## config.mk

```make
export PLATFORM = sky130hd
export DESIGN_NAME = jts_out_queue
export DESIGN_NICKNAME = d
export VERILOG_FILES = /design/src/rtl/core/jts_pkg.sv /design/src/rtl/core/jts_out_queue.sv
export SDC_FILE = /design/constraint.sdc
export NUM_CORES = 1
export LEC_CHECK = 0
export BUFFER_PORTS_ARGS = -buffer_cell sky130_fd_sc_hd__buf_2
export CAP_MARGIN = 0
export CORE_ASPECT_RATIO = 1.5
export CORE_MARGIN = 2
export CORE_UTILIZATION = 35
export DETAILED_ROUTE_END_ITERATION = 8
export GPL_TIMING_DRIVEN = 0
export MAX_ROUTING_LAYER = met4
export PLACE_DENSITY_LB_ADDON = 0.1
export SLEW_MARGIN = 15
export SYNTH_ARGS = -nofsm -noshare
export SYNTH_HDL_FRONTEND = slang
export SYNTH_SLANG_ARGS = --single-unit
```

## constraint.sdc

```tcl
create_clock -name clk -period 20.2 [get_ports clk]
set_input_delay 4.04 -clock clk [delete_from_list [all_inputs] [get_ports clk]]
set_output_delay 4.04 -clock clk [all_outputs]
set_load 0.01 [all_outputs]
```

## src/rtl/core/jts_pkg.sv

```systemverilog
// ----------------------------------------------------------------------------
// jts_pkg
// Shared types, token kind codes, character codes and literal word tables
// for the JSON token scanner.
// ----------------------------------------------------------------------------
`default_nettype none

package jts_pkg;

  localparam int MAX_DOC_BYTES = 65536;
  localparam int QUEUE_DEPTH   = 4;

  // token kinds
  localparam logic [3:0] KIND_LBRACE   = 4'd0;
  localparam logic [3:0] KIND_RBRACE   = 4'd1;
  localparam logic [3:0] KIND_LBRACKET = 4'd2;
  localparam logic [3:0] KIND_RBRACKET = 4'd3;
  localparam logic [3:0] KIND_COMMA    = 4'd4;
  localparam logic [3:0] KIND_COLON    = 4'd5;
  localparam logic [3:0] KIND_STRING   = 4'd6;
  localparam logic [3:0] KIND_TRUE     = 4'd7;
  localparam logic [3:0] KIND_FALSE    = 4'd8;
  localparam logic [3:0] KIND_NULL     = 4'd9;
  localparam logic [3:0] KIND_NUMBER   = 4'd10;
  localparam logic [3:0] KIND_EOF      = 4'd11;
  localparam logic [3:0] KIND_INVALID  = 4'd12;

  // characters
  localparam logic [7:0] CH_END      = 8'h00;
  localparam logic [7:0] CH_TAB      = 8'h09;
  localparam logic [7:0] CH_CR       = 8'h0d;
  localparam logic [7:0] CH_SPACE    = 8'h20;
  localparam logic [7:0] CH_QUOTE    = 8'h22;
  localparam logic [7:0] CH_PLUS     = 8'h2b;
  localparam logic [7:0] CH_COMMA    = 8'h2c;
  localparam logic [7:0] CH_MINUS    = 8'h2d;
  localparam logic [7:0] CH_DOT      = 8'h2e;
  localparam logic [7:0] CH_ZERO     = 8'h30;
  localparam logic [7:0] CH_NINE     = 8'h39;
  localparam logic [7:0] CH_COLON    = 8'h3a;
  localparam logic [7:0] CH_LBRACKET = 8'h5b;
  localparam logic [7:0] CH_RBRACKET = 8'h5d;
  localparam logic [7:0] CH_LOWER_F  = 8'h66;
  localparam logic [7:0] CH_LOWER_N  = 8'h6e;
  localparam logic [7:0] CH_LOWER_T  = 8'h74;
  localparam logic [7:0] CH_LBRACE   = 8'h7b;
  localparam logic [7:0] CH_RBRACE   = 8'h7d;

  // literal word selectors
  localparam logic [1:0] WORD_TRUE  = 2'd0;
  localparam logic [1:0] WORD_FALSE = 2'd1;
  localparam logic [1:0] WORD_NULL  = 2'd2;

  typedef enum logic [2:0] {
    MODE_IDLE,
    MODE_STRING,
    MODE_NUMBER,
    MODE_LITERAL,
    MODE_ERROR
  } scan_mode_t;

  typedef struct packed {
    logic [7:0] text_byte;
  } byte_item_t;

  typedef struct packed {
    logic [3:0]  token_kind;
    logic [15:0] token_offset;
    logic [15:0] token_length;
    logic        last_of_item;
  } token_t;

  // results of one step toward the output queue
  typedef struct packed {
    logic [1:0] count;
    token_t     first;
    token_t     second;
  } push_t;

  function automatic logic [7:0] lit_char(input logic [1:0] w, input logic [2:0] i);
    logic [7:0] ch;
    ch = CH_END;
    unique case (w)
      WORD_TRUE: begin
        case (i)
          3'd0: ch = "t";
          3'd1: ch = "r";
          3'd2: ch = "u";
          3'd3: ch = "e";
          default: ch = CH_END;
        endcase
      end
      WORD_FALSE: begin
        case (i)
          3'd0: ch = "f";
          3'd1: ch = "a";
          3'd2: ch = "l";
          3'd3: ch = "s";
          3'd4: ch = "e";
          default: ch = CH_END;
        endcase
      end
      default: begin
        case (i)
          3'd0: ch = "n";
          3'd1: ch = "u";
          3'd2: ch = "l";
          3'd3: ch = "l";
          default: ch = CH_END;
        endcase
      end
    endcase
    return ch;
  endfunction

  function automatic logic [2:0] lit_len(input logic [1:0] w);
    return (w == WORD_FALSE) ? 3'd5 : 3'd4;
  endfunction

  function automatic logic [3:0] lit_kind(input logic [1:0] w);
    logic [3:0] k;
    unique case (w)
      WORD_TRUE:  k = KIND_TRUE;
      WORD_FALSE: k = KIND_FALSE;
      default:    k = KIND_NULL;
    endcase
    return k;
  endfunction

  function automatic token_t mk_tok(input logic [3:0] kind, input logic [15:0] off,
                                    input logic [15:0] len);
    token_t t;
    t.token_kind   = kind;
    t.token_offset = off;
    t.token_length = len;
    t.last_of_item = 1'b0;
    return t;
  endfunction

endpackage

`default_nettype wire

```

## src/rtl/core/jts_out_queue.sv

```systemverilog
// ----------------------------------------------------------------------------
// jts_out_queue
// Small shifting token queue: takes up to two tokens per cycle, hands out
// one per request from its head slot.
// ----------------------------------------------------------------------------
`default_nettype none

module jts_out_queue (
  input  wire logic                clk,
  input  wire logic                rst_n,
  input  wire jts_pkg::push_t      push,
  output logic                     room,
  output logic                     head_valid,
  input  wire logic                head_ready,
  output jts_pkg::token_t          head
);

  localparam int DEPTH = jts_pkg::QUEUE_DEPTH;
  localparam int CNT_W = $clog2(DEPTH + 1);

  jts_pkg::token_t  q_r   [DEPTH];
  jts_pkg::token_t  q_nxt [DEPTH];
  logic [CNT_W-1:0] cnt_r, cnt_nxt, base;
  logic             pop;

  assign head_valid = (cnt_r != '0);
  assign head       = q_r[0];
  assign pop        = head_valid && head_ready;
  assign room       = (cnt_r <= CNT_W'(DEPTH - 2));
  assign base       = cnt_r - CNT_W'(pop);
  assign cnt_nxt    = base + CNT_W'(push.count);

  always_comb begin
    for (int i = 0; i < DEPTH; i++) begin
      q_nxt[i] = (pop && (i < DEPTH - 1)) ? q_r[(i < DEPTH - 1) ? i + 1 : i] : q_r[i];
      if ((push.count != 2'd0) && (CNT_W'(i) == base)) begin
        q_nxt[i] = push.first;
      end
      if ((push.count == 2'd2) && (CNT_W'(i) == base + CNT_W'(1))) begin
        q_nxt[i] = push.second;
      end
    end
  end

  always_ff @(posedge clk) begin
    for (int i = 0; i < DEPTH; i++) begin
      q_r[i] <= q_nxt[i];
    end
  end

  always_ff @(posedge clk) begin
    if (!rst_n) begin
      cnt_r <= '0;
    end else begin
      cnt_r <= cnt_nxt;
    end
  end

`ifndef SYNTHESIS
  a_no_overflow: assert property (@(posedge clk) disable iff (!rst_n)
    push.count != 2'd0 |-> cnt_r <= CNT_W'(DEPTH - 2))
    else $error("token pushed without room");

  a_count_bound: assert property (@(posedge clk) disable iff (!rst_n)
    cnt_r <= CNT_W'(DEPTH))
    else $error("queue count beyond depth");

  a_head_hold: assert property (@(posedge clk) disable iff (!rst_n)
    head_valid && !head_ready |=> head_valid && $stable(head))
    else $error("head token changed while waiting");
`endif

endmodule

`default_nettype wire

```

==> results of run 1 <==
report_power, final:
group	leakage, nW	internal, W	total, W	switching [W]
clock	0.294	0.000207	0.000346	0.000139
sequential	1.44	0.000613	0.000650	0.0000365
combinational	1.80	0.000347	0.00112	0.000775
total	3.53	0.00117	0.00212	0.000950
stage by stage:
| stage | utilization (%) | total power, W | std cells | setup slack, ps | hold slack, ps |
|---|---|---|---|---|---|
| floorplan | - | 0.00132 | 810 | 9960 | 575 |
| global placement | 39.5 | 0.00174 | 1251 | 6030 | 607 |
| detailed placement | 40.2 | 0.00176 | 1267 | 11360 | 626 |
| CTS | 42.8 | 0.00211 | 1299 | 11800 | 642 |
| global route | 42.8 | 0.00222 | 1299 | 11480 | 671 |
| finish | 42.8 | 0.00212 | 1299 | 11750 | 644 |
logic make-up after synthesis:
kind of cell               after synthesis  synth area share, %
AOI/OAI and AO/OA                      229                 17.4
muxes                                   37                 4.87
xor gates and xnor gates                 2                0.293
buffers and inverters                  148                 7.59
DFF                                    151                 52.7
adders and majority gates                5                0.819
and+or+nand+nor                        238                 16.3
synthesized netlist by cell type (7+ instances only):
cell type	n	area share, %
buf_4	7	0.61
clkbuf_1	59	2.6
or4_1	74	6.5
nor3_1	111	6.5
buf_2	28	1.6
edfxtp_1	148	52
o31ai_1	74	6.5
mux2_2	37	4.9
o21ai_0	34	2.0
inv_1	44	1.9
a31oi_1	111	8.1
nand3_1	37	2.2
worst max path at each step:
stage / endpoint / depth (start not counted)
2_1_floorplan: q_r[2][0] / 9
3_3_place_gp: q_r[2][19] / 10
3_5_place_dp: q_r[0][19] / 18
4_1_cts: q_r[0][19] / 18
5_1_grt: q_r[0][19] / 18
6_report: q_r[0][23] / 18
cell type report:
class | instances | area (um^2) | share of cell area (%)
buffer | 104 | 484 | 4.68
clock buffer | 17 | 425 | 4.11
clock inverter | 15 | 203 | 1.96
inverter | 44 | 165 | 1.60
multi-input combinational | 511 | 3420 | 33.0
sequential | 151 | 4500 | 43.5
tap | 324 | 405 | 3.92
timing repair buffer | 133 | 744 | 7.19
layer usage:
layer	GRT usage, %	vias to the layer above	wire length [um]
met5	-	-	0
met4	10.6	0	987
met3	4.10	72	2000
met2	46.1	334	17200
met1	29.6	3836	12500
li1	-	3541	-
sequential cells by signal, indices dropped and copies added (netlist names):
name / cells
q_r: 148
cnt_r: 3
tightest hold or removal path, stage by stage, from the launching register on:
cell and delay [ps]:
edfxtp_1 320, o21ai_1 60, a31oi_1 150
==> impl_metrics.toml, run 1 <==
[global_route]
grt_max_degree = 26
grt_pass1_wl_um = 48800
grt_util_all_layers_pct = 26.2
grt_pass1_vias = 7866
grt_overflow = 0
antenna_found_initial = 0

[layout]
antenna-diode-count = 0
final_area_um2 = 10300
final_cell_mix = "148 x edfxtp_1, 145 x buf_2, 111 x nor3_1, 111 x a31oi_1"
fillers = 2462
final_common_cell = "edfxtp_1"
area_growth_pct = 21.0
final_nets = 1046
drive_above_1_share_pct = 25.8

[routing]
post-route-drc-count = 0
vias_per_cell = 5.99
routedWlPerCell_um = 25.2
detail_route.iter0.violations = 835
vias = 7783
ant_nets = 0
routed_wl_um = 32700
drt-pass1-iter-count = 5

[yosys]
syn_nets = 894
synth_async_sr_flop_share_pct = 0
ys_ff_latch = 151
yosysSeqAreaShare_pct = 52.7
synth_top_flop_cell = "edfxtp_1"
syn_inst = 810
ys_types = 35
synth_edf_count = 148
ys_warn_count = 0
synth.avg_cell_area_um2 = 10.6
syn-cell-area_um2 = 8550

[run_status]
status = "completed"

[worst_setup_path]
rrSetupSlack_ps = 14700
cp.arrival_ps = 8640
cp-start-kind = "primary input"
critPathSlowestCell = "clkbuf_1"
crit_buf_inv = 10
cp_max_fo = 10
r2r-start = "cnt_r[2]"
crit_chain = "buf_2, nand2_1, inv_1, ha_1, ha_1, or2_2, buf_2, buf_1, inv_1, ha_1, nand3b_1, or2_1, clkbuf_1, o211ai_1, buf_6, buf_4, buf_4, buf_4"
cp-startpoint = "head_ready"
max_stage_delay_ps = 530
r2r_cells = 18
crit_family = "buffers and inverters"
critPathRequiredTime_ps = 20390
r2r_end = "q_r[0][23]"
worstSetupPathType = "in2reg"
end_kind = "flop"

[run]
cap_viol_max_count = 0

[cts]
cts_buffers = 17
cts_hold_buffers = 0
cts-resized-gates = 0
htreeDepth = 4
cts_buffer_depth = 2
worstSkewPairLatency_ps = 440
cts_root_buf = "clkbuf_16"
clk_pin_slew_worst_paths_ps = 70
post_cts_buffers = 0
cts.sinks = 151
cts_tree = "yes"

[sta]
drv_slew = 0
fin_crit_ps = 8450
setup_viol = 0
tns_ps = 0
clock_skew_ps = 7.80
min_period_over_period_pct = 41.8
rsz0062_at_grt = "false"
worst_slew_pin_slew_ps = 883
finalHoldViolCount = 0
slew_headroom_pct = 41.0
max_freq_mhz = 118

[placement]
placement.cell_area_um2 = 9720
gp_congestion = 0.855
hpwlAfterDp_um = 22700
port_buffers = 117

[floorplan]
coreArea_um2 = 24200
pin_count = 118
start_util_pct = 35.4
row_count = 70
die_h_um = 195
fp.dieW_um = 132
die_area_um2 = 25700

[hold_path]
worstHoldPathCells = 2
hold_end = "q_r[0][11]"
hp-start = "q_r[1][11]"
hp-class = "reg2reg"

[pwr]
ir_drop_mv = 0.119
p_leak_nw = 3.53
pwr_density_cell_nw_per_um2 = 205
(Power assumes the default switching activity.)
==> inputs of run 2 (changes only) <==
==> constraint.sdc (replaced) <==
create_clock -name clk -period 8.15 [get_ports clk]
set_input_delay 1.63 -clock clk [delete_from_list [all_inputs] [get_ports clk]]
set_output_delay 1.63 -clock clk [all_outputs]
set_load 0.01 [all_outputs]
==> run 2 against run 1 <==
Global-route usage about the same. Via count increased by 0.54%. Setup slack lost 9600 ps. Core utilization unchanged. Critical endpoint is now q_r[0][22]. Highest routed layer unchanged.
==> impl_metrics.toml, run 2 (synthesis gave the netlist of run 1 again) <==
[run_status]
status = "completed"

[placement]
placement.cell_area_um2 = 9720
dpl.cell_count = 1267
pre_cts_slack_ps = 1720
gp_congestion = 0.855
hpwlAfterDp_um = 22700
port_buffers = 117

[layout]
final_nets = 1046
instances_no_fill = 1299
drive_above_1_share_pct = 25.8
final_cell_mix = "148 x edfxtp_1, 145 x buf_2, 111 x nor3_1, 111 x a31oi_1"
antenna-diode-count = 0
top_register = "q_r"
largestRegisters = "q_r: 148 flops, cnt_r: 3 flops"
area_growth_pct = 21.0
final_common_cell = "edfxtp_1"
post-route-util_pct = 42.8
largest_reg_flops = 148
final_area_um2 = 10300

[floorplan]
coreArea_um2 = 24200
pin_count = 118
die_h_um = 195
row_count = 70
start_util_pct = 35.4
fp.dieW_um = 132
die_area_um2 = 25700

[routing]
routedWlPerCell_um = 25.2
ant_nets = 0
vias_per_cell = 6.02
post-route-drc-count = 0
drt-pass1-iter-count = 5
vias = 7825
routed_wl_um = 32700
detail_route.iter0.violations = 751

[sta]
rsz0062_at_grt = "false"
min_period_over_period_pct = 73.6
finalHoldViolCount = 0
drv_slew = 0
setup_viol = 0
max_freq_mhz = 167
fin_ws_ps = 2150
slew_headroom_pct = 40.5
fin_hold_ws_ps = 647
clock_skew_ps = 6.59
fin_crit_ps = 6000
worst_slew_pin_slew_ps = 891

[global_route]
grt.busiest_layer = "met2"
antenna_found_initial = 0
use_met1_pct = 29.6
grt_pass1_vias = 7860
grt_pass1_wl_um = 48900
grt_max_degree = 26
grt_util_all_layers_pct = 26.2
grt_overflow = 0
met2_usage_pct = 46.2
met3_usage_pct = 4.28

[pwr]
switchingPower_w = 0.00236
p_leak_nw = 3.53
internal_power_w = 0.00289
seq_power_share_pct = 30.6
swShare_pct = 44.9
clockPowerShare_pct = 16.4
ir_drop_mv = 0.297
pwr-share-comb_pct = 53.0
pwr_density_cell_nw_per_um2 = 508

[worst_setup_path]
critPathRequiredTime_ps = 8350
cp_max_fo = 10
cp.arrival_ps = 6200
worstSetupPathType = "in2reg"
cp-start-kind = "primary input"
end_kind = "flop"
rrSetupSlack_ps = 2680

[run]
cap_viol_max_count = 0

[hold_path]
hp-class = "reg2reg"

[cts]
cts_tree = "yes"
worstSkewPairLatency_ps = 440
cts-resized-gates = 0
cts_hold_buffers = 0
htreeDepth = 4
post_cts_buffers = 0
cts_buffers = 17
cts_buffer_depth = 2
cts.sinks = 151
cts_root_buf = "clkbuf_16"
clk_pin_slew_worst_paths_ps = 70
[run 2: cell counts in the layout (fill, tap and decap cells not counted)]
No cell type changed its count.
[run 2: worst max-delay path, cell delays in order]
cell,delay [ps]
buf_2,100
nand2_1,230
inv_1,80
ha_1,180
ha_1,430
or2_2,180
buf_2,290
buf_1,460
inv_1,90
ha_1,300
nand3b_1,240
or2_1,160
clkbuf_1,520
o211ai_1,470
buf_6,270
buf_4,170
buf_4,180
buf_4,180
[run 2: power groups by stage]
stage	sequential, W	combinational [W]	clock, W
6_report	0.00161	0.00278	0.000860
5_1_grt	0.00164	0.00297	0.000897
2_1_floorplan	0.00172	0.00155	0
4_1_cts	0.00161	0.00275	0.000870
3_5_place_dp	0.00163	0.00274	0
3_3_place_gp	0.00173	0.00258	0
[run 2: layout make-up]
class / count / area (um^2)
Clock inverter: 15 / 203
Clock buffer: 17 / 425
Fill cell: 2462 / 13800
Buffer: 104 / 484
Tap cell: 324 / 405
Timing Repair Buffer: 133 / 744
Sequential cell: 151 / 4500
Multi-Input combinational cell: 511 / 3420
Inverter: 44 / 165
[run 2: per-stage QoR]
| step | setup TNS, ps | total power [W] |
|---|---|---|
| after floorplan | 0 | 0.00327 |
| after global placement | -262850 | 0.00431 |
| after detailed placement | 0 | 0.00437 |
| after CTS | 0 | 0.00523 |
| after global routing | 0 | 0.00551 |
| final | 0 | 0.00525 |
[run 2: final timing paths]
check	from	end	cells past startpoint
max	head_ready	q_r[0][22]	18
min	q_r[1][11]	q_r[0][11]	2
max reg2reg	cnt_r[2]	q_r[0][22]	18
min reg2reg	q_r[1][11]	q_r[0][11]	2
[run 2: per-layer routing]
metal  part of all wire, %  routed length, um
met5                     0                  0
met4                   3.0                990
met3                   5.6               1820
met2                    53              17200
met1                    39              12700
