### config.mk
export PLATFORM = sky130hd
export DESIGN_NAME = jts_step
export DESIGN_NICKNAME = d
export VERILOG_FILES = /design/src/rtl/core/jts_pkg.sv /design/src/rtl/core/jts_step.sv
export SDC_FILE = /design/constraint.sdc
export NUM_CORES = 1
export LEC_CHECK = 0
export BUFFER_PORTS_ARGS = -buffer_cell sky130_fd_sc_hd__buf_4
export CAP_MARGIN = 5
export CORE_MARGIN = 2
export CORE_UTILIZATION = 53
export DETAILED_ROUTE_END_ITERATION = 8
export PLACE_DENSITY = 0.77
export RECOVER_POWER = 25
export SLEW_MARGIN = 20
export SYNTH_ARGS = -nofsm -noshare
export SYNTH_HDL_FRONTEND = slang
export SYNTH_SLANG_ARGS = --single-unit
### constraint.sdc
create_clock -name clk -period 7.5 [get_ports clk]
set_input_delay 0 -clock clk [delete_from_list [all_inputs] [get_ports clk]]
set_output_delay 0 -clock clk [all_outputs]
set_load 0.05 [all_outputs]
### src/rtl/core/jts_pkg.sv
// ----------------------------------------------------------------------------
// jts_pkg
// Shared types, token kind codes, character codes and literal word tables
// for the JSON token scanner.
// ----------------------------------------------------------------------------
`default_nettype none

package jts_pkg;

  localparam int MAX_DOC_BYTES = 65536;
  localparam int QUEUE_DEPTH   = 4;

  // token kinds
  localparam logic [3:0] KIND_LBRACE   = 4'd0;
  localparam logic [3:0] KIND_RBRACE   = 4'd1;
  localparam logic [3:0] KIND_LBRACKET = 4'd2;
  localparam logic [3:0] KIND_RBRACKET = 4'd3;
  localparam logic [3:0] KIND_COMMA    = 4'd4;
  localparam logic [3:0] KIND_COLON    = 4'd5;
  localparam logic [3:0] KIND_STRING   = 4'd6;
  localparam logic [3:0] KIND_TRUE     = 4'd7;
  localparam logic [3:0] KIND_FALSE    = 4'd8;
  localparam logic [3:0] KIND_NULL     = 4'd9;
  localparam logic [3:0] KIND_NUMBER   = 4'd10;
  localparam logic [3:0] KIND_EOF      = 4'd11;
  localparam logic [3:0] KIND_INVALID  = 4'd12;

  // characters
  localparam logic [7:0] CH_END      = 8'h00;
  localparam logic [7:0] CH_TAB      = 8'h09;
  localparam logic [7:0] CH_CR       = 8'h0d;
  localparam logic [7:0] CH_SPACE    = 8'h20;
  localparam logic [7:0] CH_QUOTE    = 8'h22;
  localparam logic [7:0] CH_PLUS     = 8'h2b;
  localparam logic [7:0] CH_COMMA    = 8'h2c;
  localparam logic [7:0] CH_MINUS    = 8'h2d;
  localparam logic [7:0] CH_DOT      = 8'h2e;
  localparam logic [7:0] CH_ZERO     = 8'h30;
  localparam logic [7:0] CH_NINE     = 8'h39;
  localparam logic [7:0] CH_COLON    = 8'h3a;
  localparam logic [7:0] CH_LBRACKET = 8'h5b;
  localparam logic [7:0] CH_RBRACKET = 8'h5d;
  localparam logic [7:0] CH_LOWER_F  = 8'h66;
  localparam logic [7:0] CH_LOWER_N  = 8'h6e;
  localparam logic [7:0] CH_LOWER_T  = 8'h74;
  localparam logic [7:0] CH_LBRACE   = 8'h7b;
  localparam logic [7:0] CH_RBRACE   = 8'h7d;

  // literal word selectors
  localparam logic [1:0] WORD_TRUE  = 2'd0;
  localparam logic [1:0] WORD_FALSE = 2'd1;
  localparam logic [1:0] WORD_NULL  = 2'd2;

  typedef enum logic [2:0] {
    MODE_IDLE,
    MODE_STRING,
    MODE_NUMBER,
    MODE_LITERAL,
    MODE_ERROR
  } scan_mode_t;

  typedef struct packed {
    logic [7:0] text_byte;
  } byte_item_t;

  typedef struct packed {
    logic [3:0]  token_kind;
    logic [15:0] token_offset;
    logic [15:0] token_length;
    logic        last_of_item;
  } token_t;

  // results of one step toward the output queue
  typedef struct packed {
    logic [1:0] count;
    token_t     first;
    token_t     second;
  } push_t;

  function automatic logic [7:0] lit_char(input logic [1:0] w, input logic [2:0] i);
    logic [7:0] ch;
    ch = CH_END;
    unique case (w)
      WORD_TRUE: begin
        case (i)
          3'd0: ch = "t";
          3'd1: ch = "r";
          3'd2: ch = "u";
          3'd3: ch = "e";
          default: ch = CH_END;
        endcase
      end
      WORD_FALSE: begin
        case (i)
          3'd0: ch = "f";
          3'd1: ch = "a";
          3'd2: ch = "l";
          3'd3: ch = "s";
          3'd4: ch = "e";
          default: ch = CH_END;
        endcase
      end
      default: begin
        case (i)
          3'd0: ch = "n";
          3'd1: ch = "u";
          3'd2: ch = "l";
          3'd3: ch = "l";
          default: ch = CH_END;
        endcase
      end
    endcase
    return ch;
  endfunction

  function automatic logic [2:0] lit_len(input logic [1:0] w);
    return (w == WORD_FALSE) ? 3'd5 : 3'd4;
  endfunction

  function automatic logic [3:0] lit_kind(input logic [1:0] w);
    logic [3:0] k;
    unique case (w)
      WORD_TRUE:  k = KIND_TRUE;
      WORD_FALSE: k = KIND_FALSE;
      default:    k = KIND_NULL;
    endcase
    return k;
  endfunction

  function automatic token_t mk_tok(input logic [3:0] kind, input logic [15:0] off,
                                    input logic [15:0] len);
    token_t t;
    t.token_kind   = kind;
    t.token_offset = off;
    t.token_length = len;
    t.last_of_item = 1'b0;
    return t;
  endfunction

endpackage

`default_nettype wire

### src/rtl/core/jts_step.sv
// ----------------------------------------------------------------------------
// jts_step
// Scanner state and combinational next-state logic: consumes one text byte
// and produces zero, one or two tokens.
// ----------------------------------------------------------------------------
`default_nettype none

module jts_step #(
  parameter int MAX_DOC_BYTES = jts_pkg::MAX_DOC_BYTES
) (
  input  wire logic           clk,
  input  wire logic           rst_n,
  input  wire logic           fire,
  input  wire logic [7:0]     text_byte,
  output jts_pkg::push_t      push
);

  localparam int POS_W = $clog2(MAX_DOC_BYTES);
  localparam logic [POS_W-1:0] LAST_POS = POS_W'(MAX_DOC_BYTES - 1);
  localparam logic [POS_W:0]   MAX_V    = (POS_W + 1)'(MAX_DOC_BYTES);

  jts_pkg::scan_mode_t mode_r, mode_nxt, f_mode;
  logic [1:0]       lkind_r, lkind_nxt, f_lkind, word;
  logic [2:0]       lidx_r, lidx_nxt, f_lidx, lidx_inc;
  logic [POS_W-1:0] begin_r, begin_nxt, f_begin;
  logic [POS_W-1:0] pos_r, pos_nxt, f_pos;
  logic             f_emit;
  jts_pkg::token_t  f_tok;
  logic             is_digit, num_cont, lit_match, lit_done;
  jts_pkg::push_t   push_raw;

  function automatic logic [POS_W-1:0] pos_inc(input logic [POS_W-1:0] p);
    return (p == LAST_POS) ? '0 : p + POS_W'(1);
  endfunction

  function automatic logic [POS_W-1:0] span(input logic [POS_W-1:0] from,
                                            input logic [POS_W-1:0] to);
    logic [POS_W:0] d;
    if (to >= from) begin
      d = {1'b0, to} - {1'b0, from};
    end else begin
      d = {1'b0, to} + MAX_V - {1'b0, from};
    end
    return d[POS_W-1:0];
  endfunction

  function automatic logic [15:0] to16(input logic [POS_W-1:0] v);
    logic [31:0] w;
    w = 32'(v);
    return w[15:0];
  endfunction

  assign is_digit  = (text_byte >= jts_pkg::CH_ZERO) && (text_byte <= jts_pkg::CH_NINE);
  assign num_cont  = is_digit || (text_byte == jts_pkg::CH_DOT) ||
                     (text_byte == jts_pkg::CH_MINUS) || (text_byte == jts_pkg::CH_PLUS);
  assign word      = (lkind_r > jts_pkg::WORD_NULL) ? jts_pkg::WORD_NULL : lkind_r;
  assign lidx_inc  = lidx_r + 3'd1;
  assign lit_match = (lidx_r < jts_pkg::lit_len(word)) &&
                     (text_byte == jts_pkg::lit_char(word, lidx_r));
  assign lit_done  = lidx_inc >= jts_pkg::lit_len(word);

  // handling of a byte in idle mode
  always_comb begin
    f_emit  = 1'b0;
    f_tok   = jts_pkg::mk_tok(jts_pkg::KIND_INVALID, to16(pos_r), 16'd1);
    f_mode  = jts_pkg::MODE_IDLE;
    f_pos   = pos_inc(pos_r);
    f_begin = begin_r;
    f_lkind = lkind_r;
    f_lidx  = lidx_r;
    case (text_byte)
      jts_pkg::CH_LBRACE: begin
        f_emit = 1'b1;
        f_tok  = jts_pkg::mk_tok(jts_pkg::KIND_LBRACE, to16(pos_r), 16'd1);
      end
      jts_pkg::CH_RBRACE: begin
        f_emit = 1'b1;
        f_tok  = jts_pkg::mk_tok(jts_pkg::KIND_RBRACE, to16(pos_r), 16'd1);
      end
      jts_pkg::CH_LBRACKET: begin
        f_emit = 1'b1;
        f_tok  = jts_pkg::mk_tok(jts_pkg::KIND_LBRACKET, to16(pos_r), 16'd1);
      end
      jts_pkg::CH_RBRACKET: begin
        f_emit = 1'b1;
        f_tok  = jts_pkg::mk_tok(jts_pkg::KIND_RBRACKET, to16(pos_r), 16'd1);
      end
      jts_pkg::CH_COMMA: begin
        f_emit = 1'b1;
        f_tok  = jts_pkg::mk_tok(jts_pkg::KIND_COMMA, to16(pos_r), 16'd1);
      end
      jts_pkg::CH_COLON: begin
        f_emit = 1'b1;
        f_tok  = jts_pkg::mk_tok(jts_pkg::KIND_COLON, to16(pos_r), 16'd1);
      end
      jts_pkg::CH_END: begin
        f_emit = 1'b1;
        f_tok  = jts_pkg::mk_tok(jts_pkg::KIND_EOF, to16(pos_r), 16'd0);
        f_pos  = '0;
      end
      jts_pkg::CH_QUOTE: begin
        f_mode  = jts_pkg::MODE_STRING;
        f_begin = pos_inc(pos_r);
      end
      jts_pkg::CH_LOWER_T, jts_pkg::CH_LOWER_F, jts_pkg::CH_LOWER_N: begin
        f_mode  = jts_pkg::MODE_LITERAL;
        f_begin = pos_r;
        f_lidx  = 3'd1;
        f_lkind = (text_byte == jts_pkg::CH_LOWER_T) ? jts_pkg::WORD_TRUE :
                  (text_byte == jts_pkg::CH_LOWER_F) ? jts_pkg::WORD_FALSE :
                                                       jts_pkg::WORD_NULL;
      end
      jts_pkg::CH_MINUS: begin
        f_mode  = jts_pkg::MODE_NUMBER;
        f_begin = pos_r;
      end
      default: begin
        if (is_digit) begin
          f_mode  = jts_pkg::MODE_NUMBER;
          f_begin = pos_r;
        end else if ((text_byte == jts_pkg::CH_SPACE) ||
                     ((text_byte >= jts_pkg::CH_TAB) && (text_byte <= jts_pkg::CH_CR))) begin
          f_emit = 1'b0;
        end else begin
          f_emit = 1'b1;
        end
      end
    endcase
  end

  // next scan mode
  always_comb begin
    mode_nxt = mode_r;
    if (fire) begin
      unique case (mode_r)
        jts_pkg::MODE_STRING: begin
          if ((text_byte == jts_pkg::CH_QUOTE) || (text_byte == jts_pkg::CH_END)) begin
            mode_nxt = jts_pkg::MODE_IDLE;
          end
        end
        jts_pkg::MODE_NUMBER: begin
          if (!num_cont) begin
            mode_nxt = f_mode;
          end
        end
        jts_pkg::MODE_LITERAL: begin
          if (!lit_match) begin
            mode_nxt = jts_pkg::MODE_ERROR;
          end else if (lit_done) begin
            mode_nxt = jts_pkg::MODE_IDLE;
          end
        end
        jts_pkg::MODE_IDLE: mode_nxt = f_mode;
        default:            mode_nxt = jts_pkg::MODE_ERROR;
      endcase
    end
  end

  // tokens and position tracking
  always_comb begin
    pos_nxt   = pos_r;
    begin_nxt = begin_r;
    lkind_nxt = lkind_r;
    lidx_nxt  = lidx_r;
    push_raw  = '0;
    if (fire) begin
      unique case (mode_r)
        jts_pkg::MODE_STRING: begin
          if (text_byte == jts_pkg::CH_QUOTE) begin
            push_raw.count = 2'd1;
            push_raw.first = jts_pkg::mk_tok(jts_pkg::KIND_STRING, to16(begin_r),
                                             to16(span(begin_r, pos_r)));
            pos_nxt = pos_inc(pos_r);
          end else if (text_byte == jts_pkg::CH_END) begin
            push_raw.count  = 2'd2;
            push_raw.first  = jts_pkg::mk_tok(jts_pkg::KIND_INVALID, to16(pos_r), 16'd0);
            push_raw.second = jts_pkg::mk_tok(jts_pkg::KIND_EOF, to16(pos_r), 16'd0);
            pos_nxt = '0;
          end else begin
            pos_nxt = pos_inc(pos_r);
          end
        end
        jts_pkg::MODE_NUMBER: begin
          if (num_cont) begin
            pos_nxt = pos_inc(pos_r);
          end else begin
            push_raw.count  = f_emit ? 2'd2 : 2'd1;
            push_raw.first  = jts_pkg::mk_tok(jts_pkg::KIND_NUMBER, to16(begin_r),
                                              to16(span(begin_r, pos_r)));
            push_raw.second = f_tok;
            pos_nxt   = f_pos;
            begin_nxt = f_begin;
            lkind_nxt = f_lkind;
            lidx_nxt  = f_lidx;
          end
        end
        jts_pkg::MODE_LITERAL: begin
          if (lit_match) begin
            pos_nxt  = pos_inc(pos_r);
            lidx_nxt = lidx_inc;
            if (lit_done) begin
              push_raw.count = 2'd1;
              push_raw.first = jts_pkg::mk_tok(jts_pkg::lit_kind(word), to16(begin_r),
                                               16'(jts_pkg::lit_len(word)));
              lidx_nxt = 3'd0;
            end
          end else begin
            push_raw.count = 2'd1;
            push_raw.first = jts_pkg::mk_tok(jts_pkg::KIND_INVALID, to16(begin_r), 16'd0);
          end
        end
        jts_pkg::MODE_IDLE: begin
          push_raw.count = f_emit ? 2'd1 : 2'd0;
          push_raw.first = f_tok;
          pos_nxt   = f_pos;
          begin_nxt = f_begin;
          lkind_nxt = f_lkind;
          lidx_nxt  = f_lidx;
        end
        default: begin
          push_raw.count = 2'd1;
          push_raw.first = jts_pkg::mk_tok(jts_pkg::KIND_INVALID, to16(begin_r), 16'd0);
        end
      endcase
    end
  end

  // mark the final token of the byte
  always_comb begin
    push = push_raw;
    push.first.last_of_item  = (push_raw.count == 2'd1);
    push.second.last_of_item = (push_raw.count == 2'd2);
  end

  always_ff @(posedge clk) begin
    if (!rst_n) begin
      mode_r  <= jts_pkg::MODE_IDLE;
      lkind_r <= '0;
      lidx_r  <= '0;
      begin_r <= '0;
      pos_r   <= '0;
    end else begin
      mode_r  <= mode_nxt;
      lkind_r <= lkind_nxt;
      lidx_r  <= lidx_nxt;
      begin_r <= begin_nxt;
      pos_r   <= pos_nxt;
    end
  end

`ifndef SYNTHESIS
  a_error_sticky: assert property (@(posedge clk) disable iff (!rst_n)
    mode_r == jts_pkg::MODE_ERROR |=> mode_r == jts_pkg::MODE_ERROR)
    else $error("scanner left error mode without reset");

  a_error_pos_frozen: assert property (@(posedge clk) disable iff (!rst_n)
    mode_r == jts_pkg::MODE_ERROR |=> $stable(pos_r))
    else $error("position moved in error mode");

  a_pair_last: assert property (@(posedge clk) disable iff (!rst_n)
    push.count == 2'd2 |-> (mode_r == jts_pkg::MODE_STRING || mode_r == jts_pkg::MODE_NUMBER))
    else $error("two tokens from a byte outside string or number mode");

  a_literal_index: assert property (@(posedge clk) disable iff (!rst_n)
    mode_r == jts_pkg::MODE_LITERAL |-> (lidx_r != 3'd0 && lidx_r < jts_pkg::lit_len(word)))
    else $error("literal index out of range");
`endif

endmodule

`default_nettype wire

==> results.ini <==
[status]
run_status = finished, final reports clean

[final_layout]
final.fill_count = 872
drive_gt1_share_pct = 11.1
diodes = 0
num-nets-final = 748
areaGrowthSynthToFinish_pct = 10.0
post-route-util_pct = 59.0

[drt]
route.detailed.wl_per_inst_um = 16.3
dr.pass1.iters = 5
vias = 5161
vias_per_cell = 6.29
routed_wl_um = 13400
drt-initial-drc-count = 564
route.detailed.drc = 0
ant_nets = 0

[critical_path]
reg2reg_to = pos_r[10]
worst_ep_arrival_time_ns = 4.00
startpoint_type = flip-flop
timing.reg2reg.worst_path_depth = 9
cp_data_required_time_ns = 7.50
worstReg2RegStart = lidx_r[0]
criticalPathCategory = flip-flop to output port
worst-path-max-fanout = 18
kind_of_capture_point_of_the_worst_setup_path = output port
setup.reg_to_reg.worst_slack_ns = 3.88

[grt]
grt.overflow.total = 0
maximum_number_of_pins_on_one_net_before_global_route_repair = 43
via_count_of_the_first_global_routing_pass = 4675
wire_length_of_the_first_global_routing_pass_um = 22300
global_route.usage.total_pct = 27.7
antenna_found_initial = 0

[worst_hold_path]
min_path_type = input pin to flip-flop
hold_path_depth = 2
hold_start = rst_n
timing.hold.worst_endpoint = mode_r[2]

[die]
vertical_die_dimension_um = 97.2
initial_util_pct = 53.6
die_x_um = 97.2
floorplan.rows = 34
floorplan.io_pins = 87
fp.coreArea_um2 = 8590
floorplan.die_area_um2 = 9450

[power_and_ir_drop]
cellLeakagePower_nw = 1.96
ir_worst_vdd_uv = 100
pwr_density_cell_nw_per_um2 = 111

[placement]
globalplace.congestion = 0.909
port_buffers = 71
place_hpwl_um = 9460

[sta]
report.final.hold_viol_count = 0
post-route-min-period_ns = 4.00
rsz0062_at_grt = false
slew_headroom_pct = 35.1
fin_setup_tns_ns = 0
worst-slew-pin-transition_ns = 0.973
drv_slew = 0
worst_clock_skew_ns = 0.0101
setup_viol = 0
final.period_utilization_pct = 53.4
achievable-frequency_ghz = 0.250

[clock_tree]
ctsHoldBuffers = 0
tritoncts = built
clock_sinks = 40
post_cts_resized = 0
clkLatencyLatePin_ns = 0.31
max-clock-path-buffers = 2
post_cts_setup_buffers = 0
worst_setup_hold_path_clk_slew_ns = 0.08
clock-root-buffer = sky130_fd_sc_hd__clkbuf_8
numCtsBuffers = 5
clock_tree.htree_level_count = 2

[yosys]
synth_area_leader_cell = sky130_fd_sc_hd__dfxtp_1
dominantRegCellSynth = sky130_fd_sc_hd__dfxtp_1
synth_enable_flop_cells = 0
ys_types = 69
synth_area_leaders = sky130_fd_sc_hd__dfxtp_1 17%, sky130_fd_sc_hd__a21oi_1 7.3%, sky130_fd_sc_hd__nand2_1 7.0%
post_synth_inst_count = 691
yosys_warnings = 0
postSynth.asyncResetShare_pct = 0
synth-seq-area-share_pct = 17.4
synth.ff_latch_count = 40
avgSynthCellArea_um2 = 6.67
synthDominantCellAreaShare_pct = 17.4
synthesis.area_um2 = 4610

[run]
count_of_max_cap_constraint_violations = 0

kinds of logic (layout without fill, tap and decap cells):
| logic type | Yosys count | after routing | synth area share, % |
|---|---|---|---|
| muxes | 8 | 8 | 1.74 |
| AOI/OAI and AO/OA | 180 | 180 | 26.1 |
| adders and majority gates | 24 | 24 | 6.68 |
| xor gates and xnor gates | 27 | 27 | 5.13 |
| buffers and inverters | 102 | 110 | 9.99 |
| and+or+nand+nor | 309 | 309 | 32.9 |
| DFF | 40 | 40 | 17.4 |
| other | 1 | 15 | 0.0814 |
report_power, final:
part           switching (W)  total (W)  leakage [nW]  internal [W]
registers         0.00000371   0.000219         0.323      0.000215
clock network      0.0000808   0.000212        0.0642      0.000131
logic              0.0000883   0.000130          1.57     0.0000414
placed cells by master (no fill, tap or decap), types with 17 or more instances in the layout:
cell type,n
sky130_fd_sc_hd__nor2_1,75
sky130_fd_sc_hd__o21ai_0,26
sky130_fd_sc_hd__a21oi_1,67
sky130_fd_sc_hd__inv_1,27
sky130_fd_sc_hd__nor3_1,24
sky130_fd_sc_hd__buf_4,54
sky130_fd_sc_hd__nand3_1,27
sky130_fd_sc_hd__and3_1,27
sky130_fd_sc_hd__xnor2_1,17
sky130_fd_sc_hd__ha_1,23
sky130_fd_sc_hd__clkbuf_1,22
sky130_fd_sc_hd__dfxtp_1,40
sky130_fd_sc_hd__nand2_1,86
flip-flops by register name, summed over array words and instances (netlist names):
register,count
lidx_r,3
begin_r,16
lkind_r,2
mode_r,3
pos_r,16
through the flow:
step           area [µm²]  power, W  hold WS [ns]  worst slack [ns]  instances
2_1_floorplan        4660  0.000330         0.326              4.22        705
4_1_cts              5140  0.000559        0.0582              3.54        821
3_3_place_gp         5020  0.000349         0.375              4.10        814
3_5_place_dp         5020  0.000351         0.380              3.89        814
6_report             5070  0.000560        0.0608              3.50        821
5_1_grt              5070  0.000579        0.0801              3.17        821
layer usage:
metal	wire [µm]	track usage, %	share of wire, %
met2	6210	45.8	46
met4	391	9.72	2.9
met3	1050	2.81	7.8
met1	5760	37.9	43
met5	0	0	0
critical path, cell delays in order, from the launching register on:
cell and delay, ns:
sky130_fd_sc_hd__dfxtp_1 0.45, sky130_fd_sc_hd__inv_1 0.12, sky130_fd_sc_hd__ha_1 0.32, sky130_fd_sc_hd__or3_4 0.42, sky130_fd_sc_hd__a211oi_2 0.24, sky130_fd_sc_hd__o21a_1 0.18
sky130_fd_sc_hd__o211ai_2 0.11, sky130_fd_sc_hd__nor4_2 0.69, sky130_fd_sc_hd__a21o_1 0.72, sky130_fd_sc_hd__a21boi_0 0.20, sky130_fd_sc_hd__buf_4 0.24
worst max-delay path by stage:
stage | startpoint | to | slack [ns]
after floorplan | pos_r[0] | push[52] | 4.22
after global placement | lidx_r[0] | push[37] | 4.10
after detailed placement | lidx_r[0] | push[74] | 3.89
after CTS | lidx_r[0] | push[74] | 3.54
after global routing | lidx_r[0] | push[37] | 3.17
final | lidx_r[0] | push[74] | 3.50
area by class of cell:
type	count	area, µm²	area share, %
flip-flops and latches	40	801	15.8
multi-input cells	563	3420	67.4
repair buffers	76	488	9.62
clock inverters	2	60.1	1.18
well taps	108	135	2.67
clock buffers	5	68.8	1.36
inverters	27	101	2.00
cell usage after synthesis, types with 3 or more instances:
| cell | instances |
|---|---|
| sky130_fd_sc_hd__o311ai_0 | 11 |
| sky130_fd_sc_hd__o21a_1 | 3 |
| sky130_fd_sc_hd__xnor2_1 | 17 |
| sky130_fd_sc_hd__nor4_1 | 7 |
| sky130_fd_sc_hd__a21oi_1 | 67 |
| sky130_fd_sc_hd__or3_1 | 9 |
| sky130_fd_sc_hd__a21boi_0 | 4 |
| sky130_fd_sc_hd__nand4_1 | 7 |
| sky130_fd_sc_hd__a21o_1 | 9 |
| sky130_fd_sc_hd__o211ai_1 | 4 |
| sky130_fd_sc_hd__and3_1 | 27 |
| sky130_fd_sc_hd__or2_2 | 6 |
| sky130_fd_sc_hd__ha_1 | 23 |
| sky130_fd_sc_hd__or4_1 | 3 |
| sky130_fd_sc_hd__nand4b_1 | 3 |
| sky130_fd_sc_hd__o41ai_1 | 9 |
| sky130_fd_sc_hd__nand2b_1 | 5 |
| sky130_fd_sc_hd__nor3_1 | 24 |
| sky130_fd_sc_hd__buf_4 | 15 |
| sky130_fd_sc_hd__nor2_1 | 75 |
| sky130_fd_sc_hd__mux2i_1 | 8 |
| sky130_fd_sc_hd__nand3_1 | 27 |
| sky130_fd_sc_hd__nand3b_1 | 5 |
| sky130_fd_sc_hd__a211oi_1 | 15 |
| sky130_fd_sc_hd__xor2_1 | 10 |
| sky130_fd_sc_hd__inv_1 | 27 |
| sky130_fd_sc_hd__o21ai_0 | 25 |
| sky130_fd_sc_hd__dfxtp_1 | 40 |
| sky130_fd_sc_hd__clkbuf_1 | 52 |
| sky130_fd_sc_hd__nor2b_1 | 11 |
| sky130_fd_sc_hd__nand2_1 | 86 |
| sky130_fd_sc_hd__clkbuf_2 | 3 |
| sky130_fd_sc_hd__nor3b_1 | 5 |
Note: power is estimated with default switching activity, not from simulation.
